`src/design/kvls_pkg.sv`:
```
// Shared types and constants for the keyframe vector lerp sampler.
// No dependencies; every other design file imports this package.
`timescale 1ns / 1ps

package kvls_pkg;

	localparam int MAX_KEYS  = 64;
	localparam int KEY_AW    = $clog2(MAX_KEYS);
	localparam int CNT_W     = 7;
	localparam int DATA_W    = 32;
	localparam int FRAC_BITS = 16;
	// Blend fraction runs from 0 up to and including 1.0
	localparam int FRAC_W    = FRAC_BITS + 1;
	localparam int NCOMP     = 3;
	localparam int MOD_STEPS = DATA_W;
	localparam int DIV_STEPS = FRAC_W;
	localparam int STEP_W    = $clog2(MOD_STEPS);
	localparam int PADDR_W   = 3;

	typedef enum logic {
		ACT_WRITE  = 1'b0,
		ACT_SAMPLE = 1'b1
	} action_t;

	typedef enum logic {
		REG_KEY_COUNT     = 1'b0,
		REG_ANIM_DURATION = 1'b1
	} reg_idx_t;

	typedef struct packed {
		logic               action;
		logic [5:0]         key_index;
		logic [31:0]        key_time;
		logic signed [31:0] key_x;
		logic signed [31:0] key_y;
		logic signed [31:0] key_z;
		logic [31:0]        sample_time;
	} req_t;

	typedef struct packed {
		logic [31:0]        wrapped_time;
		logic signed [31:0] value_x;
		logic signed [31:0] value_y;
		logic signed [31:0] value_z;
	} rsp_t;

	typedef struct packed {
		logic [DATA_W-1:0]            key_time;
		logic [NCOMP-1:0][DATA_W-1:0] val;
	} key_entry_t;

	typedef enum logic [1:0] {
		ADDR_FIRST = 2'd0,
		ADDR_NEXT  = 2'd1,
		ADDR_A     = 2'd2,
		ADDR_B     = 2'd3
	} addr_sel_t;

	typedef struct packed {
		logic      wr;
		logic      load;
		logic      mod_step;
		logic      chk_first;
		logic      scan_step;
		logic      div_step;
		logic      lat_a;
		logic      lat_b;
		logic      mul;
		logic      out_load;
		addr_sel_t addr_sel;
	} dp_cmd_t;

	typedef struct packed {
		logic dur_zero;
		logic mod_last;
		logic div_last;
		logic first_hit;
		logic seg_hit;
		logic seg_last;
		logic span_zero;
	} dp_sts_t;

endpackage

```
`src/design/kvls_ctrl.sv`:
```
// Controller state machine: request handshake, sequencing, result register valid.
// Depends on kvls_pkg; commands kvls_dp and reads its status.
`timescale 1ns / 1ps

module kvls_ctrl import kvls_pkg::*; (
	input  logic    clk,
	input  logic    arst_n,
	input  logic    req_valid,
	input  logic    req_action,
	output logic    req_stall,
	output logic    rsp_valid,
	input  logic    rsp_stall,
	input  dp_sts_t sts,
	output dp_cmd_t cmd
);

	typedef enum logic [3:0] {
		IDLE,
		MOD,
		RD0,
		CHK0,
		SCAN,
		DIV,
		FETA,
		RDA,
		RDB,
		MUL,
		FIN
	} state_t;

	state_t state_q;
	logic   rsp_valid_q;
	logic   req_acc;

	assign req_stall = state_q != IDLE;
	assign req_acc   = req_valid && !req_stall;
	assign rsp_valid = rsp_valid_q;

	always_comb begin
		cmd = '0;
		unique case (state_q)
			IDLE: begin
				cmd.wr   = req_acc && (req_action == ACT_WRITE);
				cmd.load = req_acc && (req_action == ACT_SAMPLE);
			end
			MOD:  cmd.mod_step = 1'b1;
			RD0:  cmd.addr_sel = ADDR_FIRST;
			CHK0: begin
				cmd.chk_first = 1'b1;
				cmd.addr_sel  = ADDR_NEXT;
			end
			SCAN: begin
				cmd.scan_step = 1'b1;
				cmd.addr_sel  = ADDR_NEXT;
			end
			DIV:  cmd.div_step = 1'b1;
			FETA: cmd.addr_sel = ADDR_A;
			RDA: begin
				cmd.lat_a    = 1'b1;
				cmd.addr_sel = ADDR_B;
			end
			RDB:  cmd.lat_b = 1'b1;
			MUL:  cmd.mul = 1'b1;
			FIN:  cmd.out_load = !rsp_valid_q || !rsp_stall;
			default: cmd = '0;
		endcase
	end

	always_ff @(posedge clk or negedge arst_n) begin
		if (!arst_n) begin
			state_q     <= IDLE;
			rsp_valid_q <= 1'b0;
		end else begin
			if (cmd.out_load) begin
				rsp_valid_q <= 1'b1;
			end else if (!rsp_stall) begin
				rsp_valid_q <= 1'b0;
			end
			unique case (state_q)
				IDLE: begin
					if (cmd.load) begin
						state_q <= sts.dur_zero ? RD0 : MOD;
					end
				end
				MOD: begin
					if (sts.mod_last) begin
						state_q <= RD0;
					end
				end
				RD0:  state_q <= CHK0;
				CHK0: state_q <= sts.first_hit ? FETA : SCAN;
				SCAN: begin
					if (sts.seg_hit) begin
						state_q <= sts.span_zero ? FETA : DIV;
					end else if (sts.seg_last) begin
						state_q <= FETA;
					end
				end
				DIV: begin
					if (sts.div_last) begin
						state_q <= FETA;
					end
				end
				FETA: state_q <= RDA;
				RDA:  state_q <= RDB;
				RDB:  state_q <= MUL;
				MUL:  state_q <= FIN;
				FIN: begin
					if (cmd.out_load) begin
						state_q <= IDLE;
					end
				end
				default: state_q <= IDLE;
			endcase
		end
	end

`ifndef NO_ASSERTIONS
	a_rsp_from_fin: assert property (@(posedge clk) disable iff (!arst_n)
		$rose(rsp_valid_q) |-> $past(state_q == FIN))
		else $error("result raised outside the finish state");
	a_sample_starts: assert property (@(posedge clk) disable iff (!arst_n)
		cmd.load |=> (state_q == MOD) || (state_q == RD0))
		else $error("sample request did not start the wrap or scan");
	a_write_stays_idle: assert property (@(posedge clk) disable iff (!arst_n)
		cmd.wr |=> state_q == IDLE)
		else $error("key write left the idle state");
`endif

endmodule
```
`config.mk`:
```
export PLATFORM = sky130hd
export DESIGN_NAME = kvls_ctrl
export DESIGN_NICKNAME = d
export VERILOG_FILES = /design/src/design/kvls_pkg.sv /design/src/design/kvls_ctrl.sv
export SDC_FILE = /design/constraint.sdc
export NUM_CORES = 1
export LEC_CHECK = 0
export BUFFER_PORTS_ARGS = -buffer_cell sky130_fd_sc_hd__buf_4
export CORE_AREA = 10 10 47 49
export CTS_CLUSTER_SIZE = 20
export DETAILED_ROUTE_END_ITERATION = 8
export DIE_AREA = 0 0 57 59
export SLEW_MARGIN = 5
export SYNTH_ARGS = -nofsm -noshare
export SYNTH_HDL_FRONTEND = slang
export SYNTH_SLANG_ARGS = --single-unit
```
`constraint.sdc`:
```
create_clock -name clk -period 1.6 [get_ports clk]
set_input_delay 0.32 -clock clk [delete_from_list [all_inputs] [get_ports clk]]
set_output_delay 0.32 -clock clk [all_outputs]
set_load 0.01 [all_outputs]
```
---- Word level (Yosys, flattened, before mapping) ----
Index checks and enable logic that the tools add are counted.
storage, ports and cells
  register bits ........................... 5
  latch bits .............................. 0
  RAM bits ................................ 0
  bits in read-only memories .............. 0
  output and inout port bits .............. 14
  memories ................................ 0
operators by class
  $add $sub $neg .......................... 0
  $mul .................................... 0
  divide/modulo/power cells ............... 0
  magnitude comparators ................... 0
  equality and inequality tests ........... 16
  shifts and indexed selects .............. 0
  muxes and demuxes ....................... 22
  bitwise logic cells ..................... 1
  reduce and logical (&&, ||, !) cells .... 11
operators with widths
  cell                  count
  $pmux W4 S11          1
  $mux W4               6
  $eq A4 B3 Y1 const B  4
  $eq A4 B4 Y1 const B  3
  $mux W1               10
  $eq A4 B2 Y1 const B  2
  $mux W2               4
  $ne A2 B2 Y1 const B  4
  $pmux W2 S3           1
  $reduce_and A5 Y1     1
  $eq A4 B1 Y1 const B  1
  $logic_not A4 Y1      1
  $reduce_bool A4 Y1    1
  $logic_and A1 B1 Y1   3
  $logic_not A1 Y1      3
  $ne A3 B3 Y1 const B  1
  $ne A2 B1 Y1 const B  1
  $reduce_or A2 Y1      1
  $logic_or A1 B1 Y1    1
  $not A1 Y1            1

---- Depth between registers and ports, before layout ----
Gate-level depths: netlist of the first run.
  depth after elaboration ................. 7
  gate-level depth with buffers ........... 5
  depth with buffers taken out ............ 4

---- Worst setup path after synthesis of the first run ----
OpenSTA, ideal clock, no wires.
  path type ............................... register to output
  start point ............................. register state_q[1]
  end point ............................... output cmd[11] in the netlist's numbering
  data arrival time ....................... 1.197 ns
  slack ................................... 0.083 ns
  stages on the path, launching flop included .. 5
  path through ............................ dfrtp_1 > buf_4 > nor4_1 > nand2_1 > nor2_1
RTL lines
  what                    line             source
  start, declared         kvls_ctrl.sv:31  state_t state_q;
  start signal, assigned  kvls_ctrl.sv:82  state_q <= sts.dur_zero ? RD0 : MOD;
  start signal, assigned  kvls_ctrl.sv:91  CHK0: state_q <= sts.first_hit ? FETA : SCAN;
  start signal, assigned  kvls_ctrl.sv:94  state_q <= sts.span_zero ? FETA : DIV;
  end, declared           kvls_ctrl.sv:14  output dp_cmd_t cmd

==> run metrics, run 1 <==
outcome complete, but fails checks; violated checks setup timing; YS warnings 0; critical path's slowest cell or3b_4; leakage 0.395 nW; hold path start rsp_stall; Most Crowded Layer GR met2; most frequent cells in the layout 34 x buf_4, 7 x nor2_1, 5 x nand2_1; f_max about 580 MHz; TritonCTS clock tree done; CP Class flip-flop to output port; met1 Use GR between 8 and 9%; routing usage on met2 14.7%; GR Overflow Total 0; Setup crit start kind flip-flop; Clock Latency Late Sink 240 ps; fin nets 109; layout cell share with drive strength beyond 1 a little over three fifths; Die Ht 59 µm; flop2flop setup slack 70 ps; number of fill cells in the layout around 140; vias in the first global route 543; Root Buffer Master clkbuf_4; Tot Pwr 1.57 mW; CP cell instances nand2b_4, or3b_4, a21oi_2, buf_4; CTS clk-pin slew, worst paths 40 ps; die width 57 µm; Mapped Area 430 µm²; H-tree lvl count 1; sequential fraction of the synthesis area 29.1%; critical path peak fanout 2; initial core utilization 30.7%; Cells after Synth 58; fin crit share 109%; # port buffers 25; CTS sink cnt 5; HPWL Detailed 1.11 mm; commonest non-fill, non-tap cell in the layout buf_4; Synth Net Count 70; final setup violation count 4; Bufs and invs on worst path 1; max incr delay on CP 400 ps; Post-synth EDFFs 0; RSZ-0062 raised after global routing yes; met3 usage 4.51%; first-pass GRT wire length 2.31 mm; Seq pwr share 17.5%; Logic pwr share 73.2%; HP Class input pin to flip-flop; Hold EP rsp_valid; routed len/inst roughly 13 µm; drt initial violations 10; Total Routed Length 1.49 mm; Cell Rows 14; worst hold path depth 3; internal power roughly 0.9 mW; R2R cell count 5; Max-Cap Viols 0; Antenna Nets Post-Route 0; switching power 0.672 mW; pin count of the biggest net entering global routing 16; Worst VDD drop about 0.0012 V; Req. time, crit path 1280 ps; initial antenna violation count 0; Hold Vio Cnt, Final 0; TritonCTS buffer count 3; post-placement cell count 101; async set or reset register ratio after synthesis 100%; Post-Syn Area per Cell 7.42 µm²; DIE AREA approximately 3400 µm²; flip-flop and latch count after synthesis 5; core area 1400 µm²; first-pass iteration count of the detailed router 4; Post-synth top flop dfrtp_1; CP endpoint kind output port; Critical Path AT ~1400 ps; DRC viols 0; power density over the cells 1900 nW/µm²; Vias 551; Slew Viols, Final 0; reg2reg start state_q[2]; DR vias/cell 4.92; area grow syn2layout 91.9%; clock skew 2.12 ps; CP delay by family, top simple AND/OR/NAND/NOR gates; Clock Path Buffers 2; switching portion of total power ~43%; GPL Wtd Cong 0.758; worst setup margin -139 ps; I/O pin cnt 26; Slew HR 87.4%; Clock power frac 9.3%; antenna diode count 0; Worst-Margin Slew 188 ps; min Tclk post-route between 1500 and 2000 ps; post-synth cell types 27; Post-Layout Cell Count 112; RR Endpoint state_q[1]; overall routing resource usage 8.34%
[sequential cells by signal (all words and copies together) (netlist names)]
register   cells
rsp_valid      1
state_q        4
[timing repair]
action,in CTS,in global routing
buffers inserted,2,4
pin swaps,1,2
hold endpoints to repair,5,0
setup endpoints to repair,8,11
gates resized for setup,9,14
hold buffers,1,0
[kinds of logic (layout without fill, tap and decap cells)]
logic type	Yosys count	count (layout)	synth area share, %
AOI/OAI and AO/OA	12	12	18.3
buffers and inverters	5	43	6.10
DFF	5	5	29.1
xor gates and xnor gates	1	1	2.04
muxes	1	1	2.62
and+or+nand+nor	34	34	41.9
[final cells by class]
cell class	count	area (µm²)	share of cell area, %
Multi-Input combinational cell	48	348	42.1
Sequential cell	5	129	15.6
Inverter	1	3.75	0.455
Tap cell	16	20.0	2.42
Timing Repair Buffer	38	299	36.2
Clock buffer	4	26.3	3.18
[worst max-delay path by stage]
stage | startpoint | to | cells after the start
after floorplan | state_q[1] | cmd[11] | 4
after global placement | state_q[0] | cmd[10] | 4
after detailed placement | state_q[2] | cmd[2] | 4
after CTS | state_q[1] | cmd[11] | 5
after global routing | state_q[2] | cmd[2] | 4
final | state_q[2] | cmd[2] | 4
[per-stage QoR]
step           hold WS [ps]  TNS (ps)  setup WS (ps)  instance area [µm²]  util [%]
5_1_grt                 352      -794           -184                  826      58.9
4_1_cts                 314      -608           -119                  739      52.8
6_report                315      -311           -139                  826      58.9
3_5_place_dp            126         0           82.4                  661      47.1
2_1_floorplan          24.4         0           83.4                  430         -
3_3_place_gp            125         0           97.7                  661      47.1
[tightest hold or removal path, delay by kind of cell]
family,cells,cell delay [ps]
simple gates,2,120
buf+inv,1,90
[routing by layer]
layer | vias to the layer above | share of wire [%]
met5 | - | 0
met4 | 0 | 0
met3 | 0 | 6.0
met2 | 13 | 51
met1 | 262 | 42
li1 | 276 | -
[Yosys cell counts, types with 2 or more instances]
cell / number / area, µm²
nor3_1: 4 / 20.0
nor2_1: 9 / 33.8
nand2_1: 7 / 26.3
a21oi_1: 4 / 20.0
buf_2: 3 / 15.0
dfrtp_1: 5 / 125
nand2b_1: 5 / 31.3
o21ai_0: 2 / 10.0
[power by group through the flow]
| stage | Sequential, mW | Clock [mW] | Combinational, mW |
|---|---|---|---|
| floorplan | 0.236 | 0 | 0.542 |
| global placement | 0.277 | 0 | 0.864 |
| detailed placement | 0.275 | 0 | 0.867 |
| CTS | 0.276 | 0.148 | 0.972 |
| global route | 0.287 | 0.157 | 1.25 |
| finish | 0.275 | 0.145 | 1.15 |
Power figures use the tool's default switching activity.
==> inputs of run 2 (changes only) <==
==> constraint.sdc (replaced) <==
create_clock -name clk -period 1.94 [get_ports clk]
set_input_delay 0.388 -clock clk [delete_from_list [all_inputs] [get_ports clk]]
set_output_delay 0.388 -clock clk [all_outputs]
set_load 0.01 [all_outputs]
==> run 2 against run 1 <==
Against the previous run:
- the flow now finishes without violations
- final area fell by 17%
- register-to-register slack improved by 370 ps
- sequential cell count did not move
- critical path depth did not move
- largest power group unchanged
- critical path type unchanged
- sequential power fell by 17%
- utilization fell by 10 points
- non-clock buffer count fell by 9
- count of clock-buffer cells in the layout did not move
- combinational power fell by 40%
- routed wire length fell by 7.5%
- worst hold slack improved by 78 ps
==> run metrics, run 2 (same netlist as run 1, synthesis figures left out) <==
fin crit share a little over nine tenths; TritonCTS buffer count 3 (unchanged); Critical Path AT 1460 ps (+40 ps); Hold Vio Cnt, Final 0 (unchanged); vias in the first global route 491 (-9.6%); die width 57 µm (unchanged); CP cell instances nand2b_4, or3b_1, a21oi_1, buf_4; initial antenna violation count 0 (unchanged); outcome finished clean; M1 WL 578 µm (-8.5%); core area 1400 µm² (unchanged); area grow syn2layout 58.4%; critical path peak fanout 4 (+2); switching power 0.468 mW (-30%); CTS clk-pin slew, worst paths 40 ps (about the same); layout cell share with drive strength beyond 1 40.2% (-22 points); Worst-Margin Slew 352 ps (+164 ps); clock skew 6.07 ps (+3.94 ps); Setup crit end cmd[2]; R2R cell count 5 (unchanged); switching portion of total power 45.2% (+2.3 points); cell area after layout 682 µm² (-17%); Clock power frac 11.9% (+2.6 points); I/O pin cnt 26 (unchanged); TritonCTS clock tree done; drt initial violations 9 (-1); met2 wire length 676 µm (-12%); Setup crit start kind flip-flop; met3 routed WL 121 µm (+34%); max reg flops 4 (unchanged); number of fill cells in the layout 146 (+5.0%); pre-CTS setup slack 232 ps (+150 ps); max incr delay on CP 430 ps (+30 ps); multi-input logic area 285 µm² (-18%); Req. time, crit path 1550 ps (+270 ps); Clock Path Buffers 2 (unchanged); first-pass iteration count of the detailed router 4 (unchanged); CTS sink cnt 5 (unchanged); DR vias/cell 4.99 (+1.4%); fin nets 100 (-8.3%); Root Buffer Master clkbuf_4; min Tclk post-route 1850 ps; worst setup margin 87.4 ps (+226 ps); hold_ws 393 ps (+77.8 ps); leakage 0.336 nW (-15%); Seq pwr share 21.9% (+4.4 points); H-tree lvl count 1 (unchanged); GPL Wtd Cong 0.786 (+3.7%); register area 126 µm² (-1.9%); HP Class input pin to flip-flop; HPWL Detailed 1.09 mm (-2.0%); final setup violation count 0 (-4); Cell Area, Placed 638 µm² (-3.4%); worst hold path depth 3 (unchanged); Slew Viols, Final 0 (unchanged); CP Depth 4 (unchanged); RR Endpoint state_q[1]; Logic pwr share 66.2% (-7.0 points); # port buffers 25 (unchanged); Bufs and invs on worst path 1 (unchanged); Reg with most FFs state_q; internal power 0.568 mW (-37%); CP delay by family, top simple AND/OR/NAND/NOR gates; most frequent cells in the layout 28 x buf_4, 9 x nor2_1, 7 x nand2_1; f_max 540 MHz; Max-Cap Viols 0 (unchanged); RSZ-0062 raised after global routing no; critical path's slowest cell or3b_1; initial core utilization 30.7% (unchanged); reg2reg start state_q[2]; first-pass GRT wire length 2.14 mm (-7.4%); CP endpoint kind output port; GR Overflow Total 0 (unchanged); commonest non-fill, non-tap cell in the layout buf_4; CP Class flip-flop to output port; Antenna Nets Post-Route 0 (unchanged); overall routing resource usage 7.64% (-0.70 points); Slew HR 76.4% (-11 points); Vias 514 (-6.7%); uppermost routed layer met3; DIE AREA 3360 µm² (unchanged); setup_tns 0 ps (+311 ps); CP Launch Point state_q[2]; DRC viols 0 (unchanged); Cell Rows 14 (unchanged); Total Routed Length 1.38 mm (-7.5%); fin util 48.7% (-10 points); Die Ht 59 µm (unchanged); routed len/inst 13.4 µm (+0.55%); Worst VDD drop 0.000940 V (-20%); pin count of the biggest net entering global routing 16 (unchanged); antenna diode count 0 (unchanged); power density over the cells 1520 nW/µm² (-20%); flop2flop setup slack 440 ps (+370 ps); Clock Latency Late Sink 250 ps (about the same)
-- run 2: cell type report --
type,count,area share [%]
inverters,1,0.550
clock buffers,4,3.85
multi-input cells,48,41.8
well taps,16,2.94
repair buffers,29,32.3
flip-flops and latches,5,18.5
-- run 2: worst reg2reg max path, delay by kind of cell (launching register included) --
family	cells	cell delay, ps
and+or+nand+nor	2	400
DFF	1	340
muxes	1	340
buffers and inverters	1	200
AOI/OAI and AO/OA	1	100
-- run 2: how the worst min path moves through the flow --
stage	startpoint	slack (ps)	to
detailed placement	arst_n	190	rsp_valid
global route	rsp_stall	410	rsp_valid
global placement	arst_n	190	rsp_valid
CTS	rsp_stall	390	rsp_valid
floorplan	arst_n	90	rsp_valid
finish	rsp_stall	390	rsp_valid
-- run 2: power groups by stage --
stage / Combinational [mW] / Clock, mW / Sequential [mW]
floorplan: 0.447 / 0 / 0.195
global placement: 0.679 / 0 / 0.222
detailed placement: 0.680 / 0 / 0.220
CTS: 0.694 / 0.125 / 0.224
global route: 0.761 / 0.132 / 0.238
finish: 0.687 / 0.123 / 0.227
-- run 2: per-stage QoR --
stage               std cells  power [mW]
floorplan                  58       0.642
global placement           98       0.901
detailed placement         98       0.901
CTS                       103        1.04
global route              103        1.13
finish                    103        1.04
-- run 2: metal layers --
metal,GRT usage [%],up-vias
li1,-,260
met1,8.64,234
met2,12.6,20
met3,4.29,0
met4,1.01,0
met5,0,-
-- run 2: what timing repair did --
item                                   4_1_cts  5_1_grt
gates resized for setup                      1        1
endpoints found under the hold margin        5        0
gates cloned                                 0        0
hold buffers                                 1        0
setup buffers                                0        0
setup endpoints to repair                    2        3
==> inputs of run 3 (changes only) <==
--- a/config.mk
+++ b/config.mk
@@ -10,6 +10,7 @@
 export CTS_CLUSTER_SIZE = 20
 export DETAILED_ROUTE_END_ITERATION = 8
 export DIE_AREA = 0 0 57 59
+export SETUP_SLACK_MARGIN = 0.1
 export SLEW_MARGIN = 5
 export SYNTH_ARGS = -nofsm -noshare
 export SYNTH_HDL_FRONTEND = slang
==> run 3 against run 2 <==
Against the previous run:
- setup slack better by 13 ps
- first-iteration DRC count is 56% higher
- cell count grew 3.9%
- critical path depth is the same
- sequential cell count unchanged
- die area did not move
- routed wire length grew 12%
- clock skew decreased by 0.63 ps
- sequential share of layout area down 1.4 points
- clock power about the same
- critical path type unchanged
- critical endpoint is now cmd[7]
==> run metrics, run 3 (same netlist as run 1, synthesis figures left out) <==
f_max 544 MHz (+0.71%); Req. time, crit path 1550 ps (about the same); Worst-Margin Slew 268 ps (-84.0 ps); Hold Vio Cnt, Final 0 (unchanged); I/O pin cnt 26 (unchanged); Antenna Nets Post-Route 0 (unchanged); # port buffers 25 (unchanged); drt initial violations 14 (+5); max reg flops 4 (unchanged); Cell Rows 14 (unchanged); post-placement cell count 98 (unchanged); min Tclk post-route 1840 ps (-13.1 ps); DRC viols 0 (unchanged); fin crit share 94.8% (-0.68 points); Critical Path AT 1450 ps (about the same); fin nets 104 (+4.0%); most frequent cells in the layout 30 x buf_4, 8 x nor2_1, 7 x nand2_1; switching portion of total power 44.1% (-1.1 points); CTS sink cnt 5 (unchanged); HP Class input pin to flip-flop; Slew HR 82.0% (+5.7 points); critical path peak fanout 11 (+7); Slew Viols, Final 0 (unchanged); Reg with most FFs state_q; Clock power frac 10.4% (-1.5 points); core area 1400 µm² (unchanged); Clock Path Buffers 2 (unchanged); first-pass iteration count of the detailed router 4 (unchanged); leakage 0.360 nW (+7.3%); routed len/inst 14.3 µm (+7.4%); Seq pwr share 21.0% (-0.9 points); outcome finished clean; pin count of the biggest net entering global routing 16 (unchanged); clock skew 5.44 ps (-0.628 ps); Max-Cap Viols 0 (unchanged); setup_tns 0 ps (unchanged); TritonCTS clock tree done; met3 routed WL 140 µm (+16%); antenna diode count 0 (unchanged); M1 WL 600 µm (+3.8%); overall routing resource usage 7.72% (+0.087 points); internal power 0.661 mW (+16%); Total Routed Length 1.54 mm (+12%); final setup violation count 0 (unchanged); power density over the cells 1580 nW/µm² (+4.1%); first-pass GRT wire length 2.16 mm (+0.94%); Die Ht 59 µm (unchanged); initial antenna violation count 0 (unchanged); CP Class flip-flop to output port; GPL Wtd Cong 0.786 (unchanged); number of fill cells in the layout 140 (-4.1%); Worst VDD drop 0.000974 V (+3.6%); layout cell share with drive strength beyond 1 47.3% (+7.0 points); Clock Latency Late Sink 250 ps (about the same); uppermost routed layer met3; H-tree lvl count 1 (unchanged); DR vias/cell 4.99 (about the same); switching power 0.522 mW (+11%); commonest non-fill, non-tap cell in the layout buf_4; Root Buffer Master clkbuf_4; TritonCTS buffer count 3 (unchanged); Setup crit start kind flip-flop; Logic pwr share 68.6% (+2.4 points); CP endpoint kind output port; vias in the first global route 493 (+0.41%); initial core utilization 30.7% (unchanged); area grow syn2layout 73.5%; DIE AREA 3360 µm² (unchanged); CTS clk-pin slew, worst paths 50 ps (about the same); Post-Layout Cell Count 107 (+3.9%); Vias 534 (+3.9%); die width 57 µm (unchanged); HPWL Detailed 1.09 mm (unchanged); met2 wire length 793 µm (+17%); RSZ-0062 raised after global routing yes; GR Overflow Total 0 (unchanged)
run 3: layout make-up:
class	instances	area [µm²]	share of cell area, %
Clock buffer	4	26.3	3.52
Inverter	1	3.75	0.503
Multi-Input combinational cell	48	303	40.5
Sequential cell	5	128	17.1
Tap cell	16	20.0	2.68
Timing Repair Buffer	33	267	35.7
run 3: power groups by stage:
stage / clock (mW) / sequential [mW] / combinational [mW]
6_report: 0.123 / 0.248 / 0.811
5_1_grt: 0.132 / 0.261 / 0.889
4_1_cts: 0.125 / 0.228 / 0.698
3_5_place_dp: 0 / 0.220 / 0.680
3_3_place_gp: 0 / 0.222 / 0.679
2_1_floorplan: 0 / 0.195 / 0.447
run 3: critical path: stages (launching register included):
cell	delay, ps
dfrtp_2	440
buf_4	190
nand2b_1	200
nor3_1	200
buf_4	170
run 3: worst paths after layout:
kind | from | end | slack (ps) | cells after the start
max in group asynchronous | arst_n | state_q[1] | 1340 | 2
worst min-delay path | rsp_stall | rsp_valid | 400 | 3
worst max register to register | state_q[2] | state_q[1] | 390 | 6
min in group asynchronous | arst_n | state_q[3] | 480 | 2
worst min register to register | rsp_valid | rsp_valid | 560 | 2
worst max-delay path | state_q[3] | cmd[7] | 100 | 4
run 3: through the flow:
| step | worst slack (ps) | utilization, % | hold WS (ps) | power (mW) | area (µm²) |
|---|---|---|---|---|---|
| after floorplan | 355 | - | 92.4 | 0.642 | 430 |
| after global placement | 260 | 45.5 | 192 | 0.901 | 638 |
| after detailed placement | 232 | 45.5 | 193 | 0.901 | 638 |
| after CTS | 101 | 48.8 | 387 | 1.05 | 684 |
| after global routing | 47.9 | 53.3 | 423 | 1.28 | 747 |
| final | 100 | 53.3 | 401 | 1.18 | 747 |
run 3: routing by layer:
layer,global-route usage [%],up-vias
met1,8.76,245
li1,-,268
met2,12.7,21
met4,1.01,0
met5,0,-
met3,4.29,0
run 3: what timing repair did:
action	4_1_cts	5_1_grt
gates resized for setup	3	5
hold endpoints to repair	5	0
pin swaps	0	3
buffers inserted	0	4
hold buffers	1	0
endpoints found under the setup margin	4	5
